`src/rtl/sbct_pkg.sv`:
```
package sbct_pkg;

    // number of divider lanes: x entry, x exit, y entry, y exit
    localparam int NLANE = 4;
    localparam int LN_XE = 0;
    localparam int LN_XX = 1;
    localparam int LN_YE = 2;
    localparam int LN_YX = 3;

    // contact normal codes
    localparam logic signed [1:0] NORM_NEG  = -2'sd1;
    localparam logic signed [1:0] NORM_POS  = 2'sd1;
    localparam logic signed [1:0] NORM_NONE = 2'sd0;

    // per-word flags carried alongside the divider lanes
    typedef struct packed {
        logic rej;      // broad phase miss or no motion
        logic dx_pos;
        logic dy_pos;
        logic dx_zero;
        logic dy_zero;
    } t_side;

endpackage

```
`src/rtl/sbct_cell.sv`:
```
// One restoring-division step for all four lanes, plus the word's flags.
module sbct_cell
    import sbct_pkg::*;
#(
    parameter int CB = 24,
    parameter int FB = 16
) (
    input  logic          i_clk,
    input  logic          i_rst_n,
    input  logic          i_en,
    input  logic          i_vld,
    input  t_side         i_side,
    input  logic [CB:0]    i_rem [NLANE],
    input  logic [CB+FB:0] i_x   [NLANE],
    input  logic [CB-1:0]  i_d   [NLANE],
    input  logic [FB+1:0]  i_q   [NLANE],
    input  logic [NLANE-1:0] i_ovf,
    input  logic [NLANE-1:0] i_neg,
    output logic          o_vld,
    output t_side         o_side,
    output logic [CB:0]    o_rem [NLANE],
    output logic [CB+FB:0] o_x   [NLANE],
    output logic [CB-1:0]  o_d   [NLANE],
    output logic [FB+1:0]  o_q   [NLANE],
    output logic [NLANE-1:0] o_ovf,
    output logic [NLANE-1:0] o_neg
);
    logic [CB:0]    n_rem [NLANE];
    logic [CB+FB:0] n_x   [NLANE];
    logic [FB+1:0]  n_q   [NLANE];
    logic [NLANE-1:0] n_ovf;
    logic [CB:0]    w_t   [NLANE];
    logic [NLANE-1:0] w_ge;

    logic          r_vld;
    t_side         r_side;
    logic [CB:0]    r_rem [NLANE];
    logic [CB+FB:0] r_x   [NLANE];
    logic [CB-1:0]  r_d   [NLANE];
    logic [FB+1:0]  r_q   [NLANE];
    logic [NLANE-1:0] r_ovf;
    logic [NLANE-1:0] r_neg;

    // shift in next dividend bit, subtract divisor when it fits
    always_comb begin
        for (int l = 0; l < NLANE; l++) begin
            w_t[l]   = {i_rem[l][CB-1:0], i_x[l][CB+FB]};
            w_ge[l]  = (w_t[l] >= {1'b0, i_d[l]});
            n_rem[l] = w_ge[l] ? (w_t[l] - {1'b0, i_d[l]}) : w_t[l];
            n_x[l]   = {i_x[l][CB+FB-1:0], 1'b0};
            n_q[l]   = {i_q[l][FB:0], w_ge[l]};
            n_ovf[l] = i_ovf[l] | i_q[l][FB+1];
        end
    end

    always_ff @(posedge i_clk) begin
        if (!i_rst_n) begin
            r_vld <= 1'b0;
        end else if (i_en) begin
            r_vld <= i_vld;
        end
    end

    always_ff @(posedge i_clk) begin
        if (i_en) begin
            r_side <= i_side;
            r_rem  <= n_rem;
            r_x    <= n_x;
            r_d    <= i_d;
            r_q    <= n_q;
            r_ovf  <= n_ovf;
            r_neg  <= i_neg;
        end
    end

    assign o_vld  = r_vld;
    assign o_side = r_side;
    assign o_rem  = r_rem;
    assign o_x    = r_x;
    assign o_d    = r_d;
    assign o_q    = r_q;
    assign o_ovf  = r_ovf;
    assign o_neg  = r_neg;
endmodule

```
`config.mk`:
```
export PLATFORM = sky130hd
export DESIGN_NAME = sbct_cell
export DESIGN_NICKNAME = d
export VERILOG_FILES = /design/src/rtl/sbct_pkg.sv /design/src/rtl/sbct_cell.sv
export SDC_FILE = /design/constraint.sdc
export NUM_CORES = 1
export LEC_CHECK = 0
export ABC_AREA = 1
export BUFFER_PORTS_ARGS = -buffer_cell sky130_fd_sc_hd__buf_2
export CAP_MARGIN = 10
export CORE_AREA = 2 2 352 354
export DETAILED_ROUTE_END_ITERATION = 12
export DIE_AREA = 0 0 354 356
export PLACE_DENSITY = 0.42
export SETUP_SLACK_MARGIN = 0.2
export SLEW_MARGIN = 20
export SYNTH_ARGS = -nofsm -noshare
export SYNTH_HDL_FRONTEND = slang
export SYNTH_SLANG_ARGS = --single-unit
```
`constraint.sdc`:
```
create_clock -name i_clk -period 2.1 [get_ports i_clk]
set_input_delay 0.105 -clock i_clk [delete_from_list [all_inputs] [get_ports i_clk]]
set_output_delay 0.105 -clock i_clk [all_outputs]
set_load 0.02 [all_outputs]
```
* Word level (Yosys, flattened, before mapping)
Index checks and enable logic that the tools add are counted.
W data, S select, Z words.
** Operators by class
- Add/subtract/negate cells :: 4
- Order comparisons :: 4
- Mux-type cells :: 4
- Bitwise logic cells :: 4
** Operators with widths (count)
- $ge A25 B24 Y1 :: 4
- $mux W25 :: 4
- $sub A25 B24 Y25 :: 4
- $or A1 B1 Y1 :: 4
** Word-level totals
- Register bits after elaboration :: 442
- Input bits :: 449
- Output and inout port bits :: 446
- Logic and storage cells :: 40

* Depth between registers and ports, before layout
Gate-level depths: netlist of run 1.
- Word-level depth :: 2
- Depth in mapped cells :: 14
- Depth with buffers taken out :: 14

* Least setup slack after synthesis of run 1
No wires, ideal clock.
- Kind :: input -> register
- Start :: in i_d[12] (netlist name)
- End :: reg r_rem (netlist bit o_rem[7]) (data pin)
- Setup time :: 253 ps
- Arrival :: 1460 ps
- Required time :: 1847 ps
- Path slack :: 387 ps
- Stages :: 13
- Buffers on the path :: 1
- Cell sequence :: inv_1 -> ha_1 -> nand2_2 -> inv_1 -> nand2_1 -> nand2_1 -> nand2_1 -> nand2_1 -> a21oi_4 -> nand3_4 -> buf_4 -> nand2_1 -> nand2_1
** RTL lines
- start: declaration :: RTL line sbct_cell.sv:15 : input logic [CB-1:0] i_d [NLANE],
- end signal: assignment :: RTL line sbct_cell.sv:67 : r_rem <= n_rem;
- end: declaration :: RTL line sbct_cell.sv:37 : logic [CB:0] r_rem [NLANE];

==> Implementation_results.wiki, run 1 <==
{| class="wikitable"
! Metric !! Value
|-
| Status || complete, no violations
|-
| Die W || between 300 and 400 um
|-
| Pleak || ~18 nW
|-
| Ys flop type || edfxtp_1
|-
| Routability Congestion || 0.860
|-
| Worst-case hold slack || 0.0940 ns
|-
| Total Power Consumption || 0.0276 W
|-
| Area Overhead vs Synth || 67.7%
|-
| Worst setup startpoint || i_rem[53]
|-
| Count of boundary I/O pins || 895
|-
| Top achievable clock speed || between 500 and 600 MHz
|-
| Count of unresolved DRC violations after routing || 0
|-
| Met2 usage || 25.3%
|-
| Worst clock skew || 0 ns
|-
| Clock slew at the register clock pins of the worst setup and hold paths || 0.05 ns
|-
| Number of instances in the placed design || 5106
|-
| Number of vias per cell || 3.93
|-
| Clock tree from TritonCTS || yes
|-
| Overall die area || between 0.1 and 0.15 mm2
|-
| Overall die height || 356 um
|-
| Number of detailed-routing iterations run before antenna repair || 5
|-
| Synthesis warning total || 0
|-
| Number of H-tree branching levels || 2
|-
| Met1 track demand over resource in global routing || between 10% and 20%
|-
| Unrepaired setup endpoints after global routing || yes
|-
| Wire length of the first global-routing pass || about 150000 um
|-
| Critical path required time || 2.50 ns
|-
| Worst Hold Launch || i_x[40]
|-
| Total grt overflow || 0
|-
| Min setup slack post-route || ~0.16 ns
|-
| Number of sinks handled by clock tree synthesis || about 440
|-
| Gr usage total || roughly 16%
|-
| Worst setup EP type || register
|-
| EDFF count, synth || 441
|-
| Post-Syn Instances || 2441
|-
| Maximum resistive drop on vdd || 0.629 mV
|-
| Pwr per Cell Area || slightly above 700 mW/mm2
|-
| Pin count of the biggest net entering global routing || 70
|-
| Number of max-cap violations || 0
|-
| Share of cells above drive strength 1 || 35.0%
|-
| Final setup violation count || 0
|-
| Portion of the clock cycle consumed by the worst path in the final layout || 92.3%
|-
| Estimated wirelength of the detail-placed design || 82800 um
|-
| Top cell type by total area after synthesis || edfxtp_1
|-
| Via count of the first global-routing pass || approximately 22k
|-
| Final critical path time including I/O delays and setup || 1.94 ns
|-
| Data arrival, critical path || 2.34 ns
|-
| Total Nets Final || 4536
|-
| Wire length per cell after detailed routing || 18.3 um
|-
| Async set-or-reset flop fraction in the synthesized netlist || 0%
|-
| Vias post-DR || approximately 22k
|-
| Number of placement rows || approximately 130
|-
| Total Negative Setup Slacks || 0 ns
|-
| Synth unique cells || 39
|-
| Clock latency at the later pin of the worst-skew pair || 0.63 ns
|-
| Crit start category || input pin
|-
| Initial Utilization || a little under a fifth
|-
| Post-route non-filler standard cell count || 5679
|-
| Synthesized area || around 0.023 mm2
|-
| Synthesized area per cell || 9.38 um2
|-
| Count of input and output buffers || 886
|-
| Final Hold Viols || 0
|-
| Number of buffers created by CTS || 54
|-
| Grt met3 use || 4.05%
|-
| Clock root buffer || clkbuf_16
|-
| CP max FO || 6
|-
| Most heavily used metal layer in global routing || met2
|-
| Number of violations reported at the end of detailed-routing iteration 0 || 1464
|-
| Initial antenna violation count || 25
|-
| Clock Path Buffers || 3
|-
| Standard cell core area || 0.123 mm2
|-
| Sequential element share of the synthesized area || 57.9%
|-
| Fraction of post-synthesis cell area in the top cell type by area || 57.8%
|-
| Flip-flop and latch count after synthesis || 442
|-
| Setup slack after placement || -0.0923 ns
|-
| Layout filler cell count || 13.0k
|-
| Reg2Reg Setup Slack || 0.91 ns
|-
| Type of the most critical hold path || in -> reg
|-
| Number of max-slew violations in the final report || 0
|-
| Area taken by flip-flops and latches || 0.0133 mm2
|-
| Crit path kind || in -> reg
|-
| Area of combinational cells with multiple inputs || 0.00877 mm2
|-
| Total detailed-routing wirelength || between 100000 and 150000 um
|-
| Synth area leaders || edfxtp_1 58%, nand2_1 14%, inv_1 7.7%
|-
| Remaining antenna violation count || 0
|-
| RR Startpoint || o_vld
|}
==> critical path, cell delays in order <==
cell	delay [ns]
dlygate4sd3_1	0.60
buf_2	0.17
ha_4	0.26
nand2_1	0.13
nor2_2	0.06
inv_1	0.05
nor3_1	0.05
nand2_1	0.06
nand2_1	0.08
nor2_4	0.35
nand2_8	0.14
buf_4	0.17
nand2_1	0.06
inv_1	0.05
==> worst paths after layout <==
path,end,depth (start not counted)
setup reg to reg,o_vld,3
setup / recovery,o_rem[74],14
hold reg to reg,o_vld,3
hold / removal,o_rem[0],6
==> per-stage QoR <==
step	instance area [um2]	utilization, %
3_5_place_dp	30800	25.1
3_3_place_gp	30800	25.1
6_report	38400	31.3
4_1_cts	37000	30.1
2_1_floorplan	22900	-
5_1_grt	38400	31.3
==> cell usage after synthesis, types with 5 or more instances <==
| master | n |
|---|---|
| nand2_1 | 878 |
| o21ai_0 | 6 |
| nand3_1 | 152 |
| or2_2 | 5 |
| inv_2 | 9 |
| nor2_2 | 13 |
| nand3b_1 | 15 |
| nor2_1 | 99 |
| edfxtp_1 | 441 |
| xor2_1 | 37 |
| nand4_1 | 79 |
| a21oi_1 | 43 |
| and2_1 | 6 |
| inv_1 | 470 |
| nor3_1 | 10 |
| buf_2 | 17 |
| nand3_2 | 11 |
| buf_6 | 6 |
| buf_4 | 5 |
| ha_1 | 96 |
==> cell usage in the layout, fill, tap and decap left out, types with 29 or more instances in the layout <==
cell / instances
nand4_1: 79
nand2_2: 61
dlygate4sd3_1: 443
inv_2: 29
nor2_2: 32
xor2_1: 37
buf_2: 884
inv_1: 450
ha_1: 35
nand2_1: 810
clkbuf_16: 59
nand3_1: 144
buf_4: 150
nor2_1: 73
a21oi_1: 39
edfxtp_1: 441
ha_4: 52
==> report_power, final <==
part,internal (W),switching [W],total [W]
Combinational,0.00290,0.00434,0.00723
Sequential,0.0107,0.000307,0.0110
Clock,0.00530,0.00402,0.00933
Total,0.0189,0.00866,0.0276
==> routing by layer <==
layer	routed length, um	share of wire, %
met5	41	0.039
met4	3680	3.5
met3	7070	6.8
met2	47900	46
met1	45200	43
==> area by class of cell <==
class                   count  area share, %
repair buffers           1518           28.0
well taps                1637           5.33
inverters                 479           4.68
clock inverters            28          0.811
diodes                     12         0.0782
multi-input cells        1492           22.8
flip-flops and latches    442           34.5
clock buffers              71           3.71
==> logic make-up (layout without fill, tap and decap cells) <==
| family | after synthesis | count (layout) | synth area share, % |
|---|---|---|---|
| and+or+nand+nor | 1290 | 1292 | 24.7 |
| buffers and inverters | 512 | 2096 | 8.82 |
| DFF | 442 | 442 | 57.9 |
| adders and majority gates | 100 | 100 | 5.60 |
| AOI/OAI and AO/OA | 55 | 55 | 1.36 |
| xor gates and xnor gates | 41 | 41 | 1.57 |
| other | 1 | 16 | 0.0164 |
==> sequential cells by signal, summed over array words and instances (netlist names) <==
signal and cells:
o_rem 100, o_d 96, o_x 160, o_neg 4, o_vld 1, o_q 72
o_ovf 4, o_side 5
==> timing repair <==
action,CTS,global route
hold endpoints to repair,463,0
resized for setup,0,255
hold buffers,444,0
setup endpoints to repair,0,101
buffers inserted,0,11
Note: power is estimated with default switching activity, not from simulation.
==> run 2, diff against run 1 <==
--- a/config.mk
+++ b/config.mk
@@ -5,13 +5,12 @@
 export SDC_FILE = /design/constraint.sdc
 export NUM_CORES = 1
 export LEC_CHECK = 0
-export ABC_AREA = 1
 export BUFFER_PORTS_ARGS = -buffer_cell sky130_fd_sc_hd__buf_2
 export CAP_MARGIN = 10
-export CORE_AREA = 2 2 352 354
+export CORE_AREA = 2 2 344 346
 export DETAILED_ROUTE_END_ITERATION = 12
-export DIE_AREA = 0 0 354 356
-export PLACE_DENSITY = 0.42
+export DIE_AREA = 0 0 346 348
+export PLACE_DENSITY = 0.4
 export SETUP_SLACK_MARGIN = 0.2
 export SLEW_MARGIN = 20
 export SYNTH_ARGS = -nofsm -noshare
==> run 2 against run 1 <==
  * The run now ends with hold timing left
  * Flip-flop and latch count did not move
  * Via count fell by 20%
  * Die area fell by 4.5%
  * Sequential power barely moved
  * Critical path depth rose by 1
  * Combinational power rose by 1%
  * Synthesized cell count fell by 43%
  * Hold slack got worse by 0.45 ns
  * Count of clock-buffer cells in the layout fell by 7
  * Core utilization rose by 0.35 points
  * Critical path type unchanged
  * Largest cell class unchanged
  * Largest power group unchanged
==> Implementation_results.wiki, run 2 <==
{| class="wikitable"
! Metric !! Value
|-
| Status || finished with violations
|-
| Violations in the final reports || hold timing
|-
| Total Nets Final || 3680
|-
| Tightest slew margin relative to the limit || 64.4%
|-
| Via count of the first global-routing pass || between 15k and 20k
|-
| Data arrival, critical path || 2.54 ns
|-
| Max FFs per register || 160
|-
| Share of cells above drive strength 1 || 51.2%
|-
| Final setup violation count || 0
|-
| RR Startpoint || o_vld
|-
| Reg2Reg Setup Slack || 0.90 ns
|-
| Clock slew at the register clock pins of the worst setup and hold paths || 0.06 ns
|-
| Routability Congestion || slightly below 0.8
|-
| Estimated wirelength of the detail-placed design || 63300 um
|-
| Clock tree from TritonCTS || yes
|-
| Synth area leaders || edfxtp_1 68%, ha_1 6.2%, o21ai_0 3.2%
|-
| Count of input and output buffers || 886
|-
| Final critical path time including I/O delays and setup || 2.06 ns
|-
| Number of H-tree branching levels || 2
|-
| Worst setup EP type || register
|-
| Leading post-synthesis cells by instance count || 441 x edfxtp_1, 127 x nand2_1, 122 x inv_1, 122 x o21ai_0, 96 x ha_1
|-
| Initial Utilization || 16.6%
|-
| Synthesis warning total || 0
|-
| Layout filler cell count || 12.0k
|-
| Ys flop type || edfxtp_1
|-
| Vias post-DR || 17.9k
|-
| Number of placement rows || around 130
|-
| Overall die height || 348 um
|-
| Standard cell core area || 0.117 mm2
|-
| CP max FO || 8
|-
| Clock latency at the later pin of the worst-skew pair || 0.64 ns
|-
| Number of violations reported at the end of detailed-routing iteration 0 || 788
|-
| Number of max-cap violations || 0
|-
| Count of boundary I/O pins || 895
|-
| Synthesized area || 0.0194 mm2
|-
| Synthesized area per cell || roughly 14 um2
|-
| Count of unresolved DRC violations after routing || 0
|-
| Clock root buffer || clkbuf_16
|-
| Tightest Pin Transition || 0.534 ns
|-
| Area of combinational cells with multiple inputs || slightly above 0.007 mm2
|-
| Pleak || between 15 and 20 nW
|-
| Type of the most critical hold path || in -> reg
|-
| Total detailed-routing wirelength || 82300 um
|-
| Die W || between 300 and 400 um
|-
| Cells on Worst Hold Path || 1
|-
| EDFF count, synth || 441
|-
| Post-Syn Instances || approximately 1.4k
|-
| Top achievable clock speed || 486 MHz
|-
| Worst Hold Launch || i_d[0]
|-
| Crit start category || input pin
|-
| Number of vias per cell || roughly 3.8
|-
| Final Hold Viols || 6
|-
| Number of max-slew violations in the final report || 0
|-
| Critical path required time || 2.58 ns
|-
| Wire length per cell after detailed routing || around 17 um
|-
| Pwr per Cell Area || 737 mW/mm2
|-
| Overall die area || 0.120 mm2
|-
| Area Overhead vs Synth || 91.1%
|-
| Number of detailed-routing iterations run before antenna repair || 4
|-
| Worst clock skew || 0 ns
|-
| Wire length of the first global-routing pass || 117000 um
|-
| Remaining antenna violation count || 0
|-
| Pin count of the biggest net entering global routing || 85
|-
| Area taken by flip-flops and latches || 0.0133 mm2
|-
| Flip-flop and latch count after synthesis || about 440
|-
| Portion of the clock cycle consumed by the worst path in the final layout || a little over nine tenths
|-
| Initial antenna violation count || 20
|-
| Fraction of post-synthesis cell area in the top cell type by area || about two thirds
|-
| Leading cell type in the layout, fill and taps excluded || buf_2
|-
| Cells on worst reg2reg path || 3
|-
| Synth unique cells || 67
|-
| Unrepaired setup endpoints after global routing || yes
|-
| Post-route non-filler standard cell count || 4717
|-
| Crit path kind || in -> reg
|-
| Worst-case hold path end point || o_d[0]
|-
| Utilization after layout || 31.7%
|-
| Gr usage total || approximately an eighth
|-
| Top cell type by total area after synthesis || edfxtp_1
|-
| Highest-count cells in the layout ignoring fill and taps || 855 x buf_2, 441 x edfxtp_1, 439 x dlygate4sd3_1, 327 x buf_4, 93 x nand2_1
|-
| R2r endpoint || o_vld
|-
| Sequential element share of the synthesized area || 68.5%
|-
| Async set-or-reset flop fraction in the synthesized netlist || 0%
|-
| Number of instances in the placed design || a little over 4k
|-
| Maximum resistive drop on vdd || 0.660 mV
|-
| Clock Path Buffers || 3
|-
| Total grt overflow || 0
|-
| Worst-case hold slack || -0.353 ns
|-
| Most frequently used cell type in the post-synthesis netlist || edfxtp_1
|-
| Number of sinks handled by clock tree synthesis || 442
|-
| Number of buffers created by CTS || 54
|}
## run 2: changes by cell type in the layout (fill, tap and decap cells not counted), moves of 37 or more
cell     change
a21o_1      +37
nand4_1     -64
nor2_1      -37
o21ai_2     +54
inv_1      -363
nand3_1    -134
nand2_2     -37
nand2_1    -717
buf_4      +177
## run 2: worst max-delay path by stage
stage | start | endpoint | slack, ns | cells after the start
final | i_d[28] | o_rem[43] | 0.04 | 15
after global routing | i_x[81] | o_rem[45] | -0.02 | 13
after CTS | i_x[81] | o_rem[49] | 0.1 | 12
after detailed placement | i_x[81] | o_rem[49] | -0.81 | 12
after global placement | i_x[81] | o_rem[49] | -0.74 | 12
after floorplan | i_x[81] | o_rem[49] | -0.45 | 11
## run 2: cell type report
class	count	area share (%)
multi-input combinational	810	19.4
antenna	8	0.0541
tap	1536	5.19
inverter	123	1.58
clock inverter	34	0.784
timing repair buffer	1700	33.4
clock buffer	64	3.75
sequential	442	35.8
## run 2: cells by family (layout without fill, tap and decap cells)
family | count (synthesis) | after routing | share of synthesized area, %
DFF | 442 | 442 | 68.5
AOI/OAI and AO/OA | 338 | 338 | 10.9
and+or+nand+nor | 280 | 280 | 6.76
buffers and inverters | 152 | 1921 | 3.12
adders and majority gates | 100 | 100 | 6.61
xor gates and xnor gates | 77 | 77 | 3.48
muxes | 11 | 11 | 0.614
other | 1 | 12 | 0.0194
## run 2: through the flow
stage	total power (W)	hold slack, ns	worst slack, ns	cell area, um2	setup TNS (ns)
global placement	0.0171	0.281	-0.739	29000	-53.30
detailed placement	0.0171	0.283	-0.814	29000	-55.32
CTS	0.0273	-0.406	0.0951	35800	0
floorplan	0.0141	0.204	-0.454	20300	-15.16
global route	0.0286	-0.408	-0.0209	37000	-0.0358
finish	0.0273	-0.353	0.0417	37000	0
## run 2: per-layer routing
metal | vias up | global-route usage [%] | part of all wire [%]
li1 | 8704 | - | -
met1 | 8482 | 15.0 | 40
met2 | 563 | 22.7 | 50
met3 | 124 | 3.59 | 6.3
met4 | 12 | 4.53 | 3.2
met5 | - | 0 | 0.092
## run 2: power breakdown
group,switching [W],leakage (nW),internal (W),total (W)
Combinational,0.00388,10.8,0.00341,0.00730
Sequential,0.000245,4.32,0.0107,0.0110
Clock,0.00392,0.814,0.00510,0.00902
## run 2: repair_timing
item | 4_1_cts | 5_1_grt
gates resized for setup | 130 | 212
gates cloned | 4 | 6
endpoints found under the setup margin | 69 | 93
setup buffers | 21 | 17
endpoints found under the hold margin | 467 | 12
pin swaps | 51 | 86
hold buffers | 432 | 7
## run 2: worst max-delay path: stages
cell and delay (ns):
buf_8 0.10, inv_6 0.05, ha_4 0.19, a21o_1 0.19, or3_4 0.35, o2111ai_4 0.24
a21oi_4 0.10, o41ai_4 0.28, o21ai_2 0.14, a21oi_4 0.25, buf_12 0.20, buf_8 0.14
buf_6 0.10, nand2_2 0.03, o21ai_1 0.06
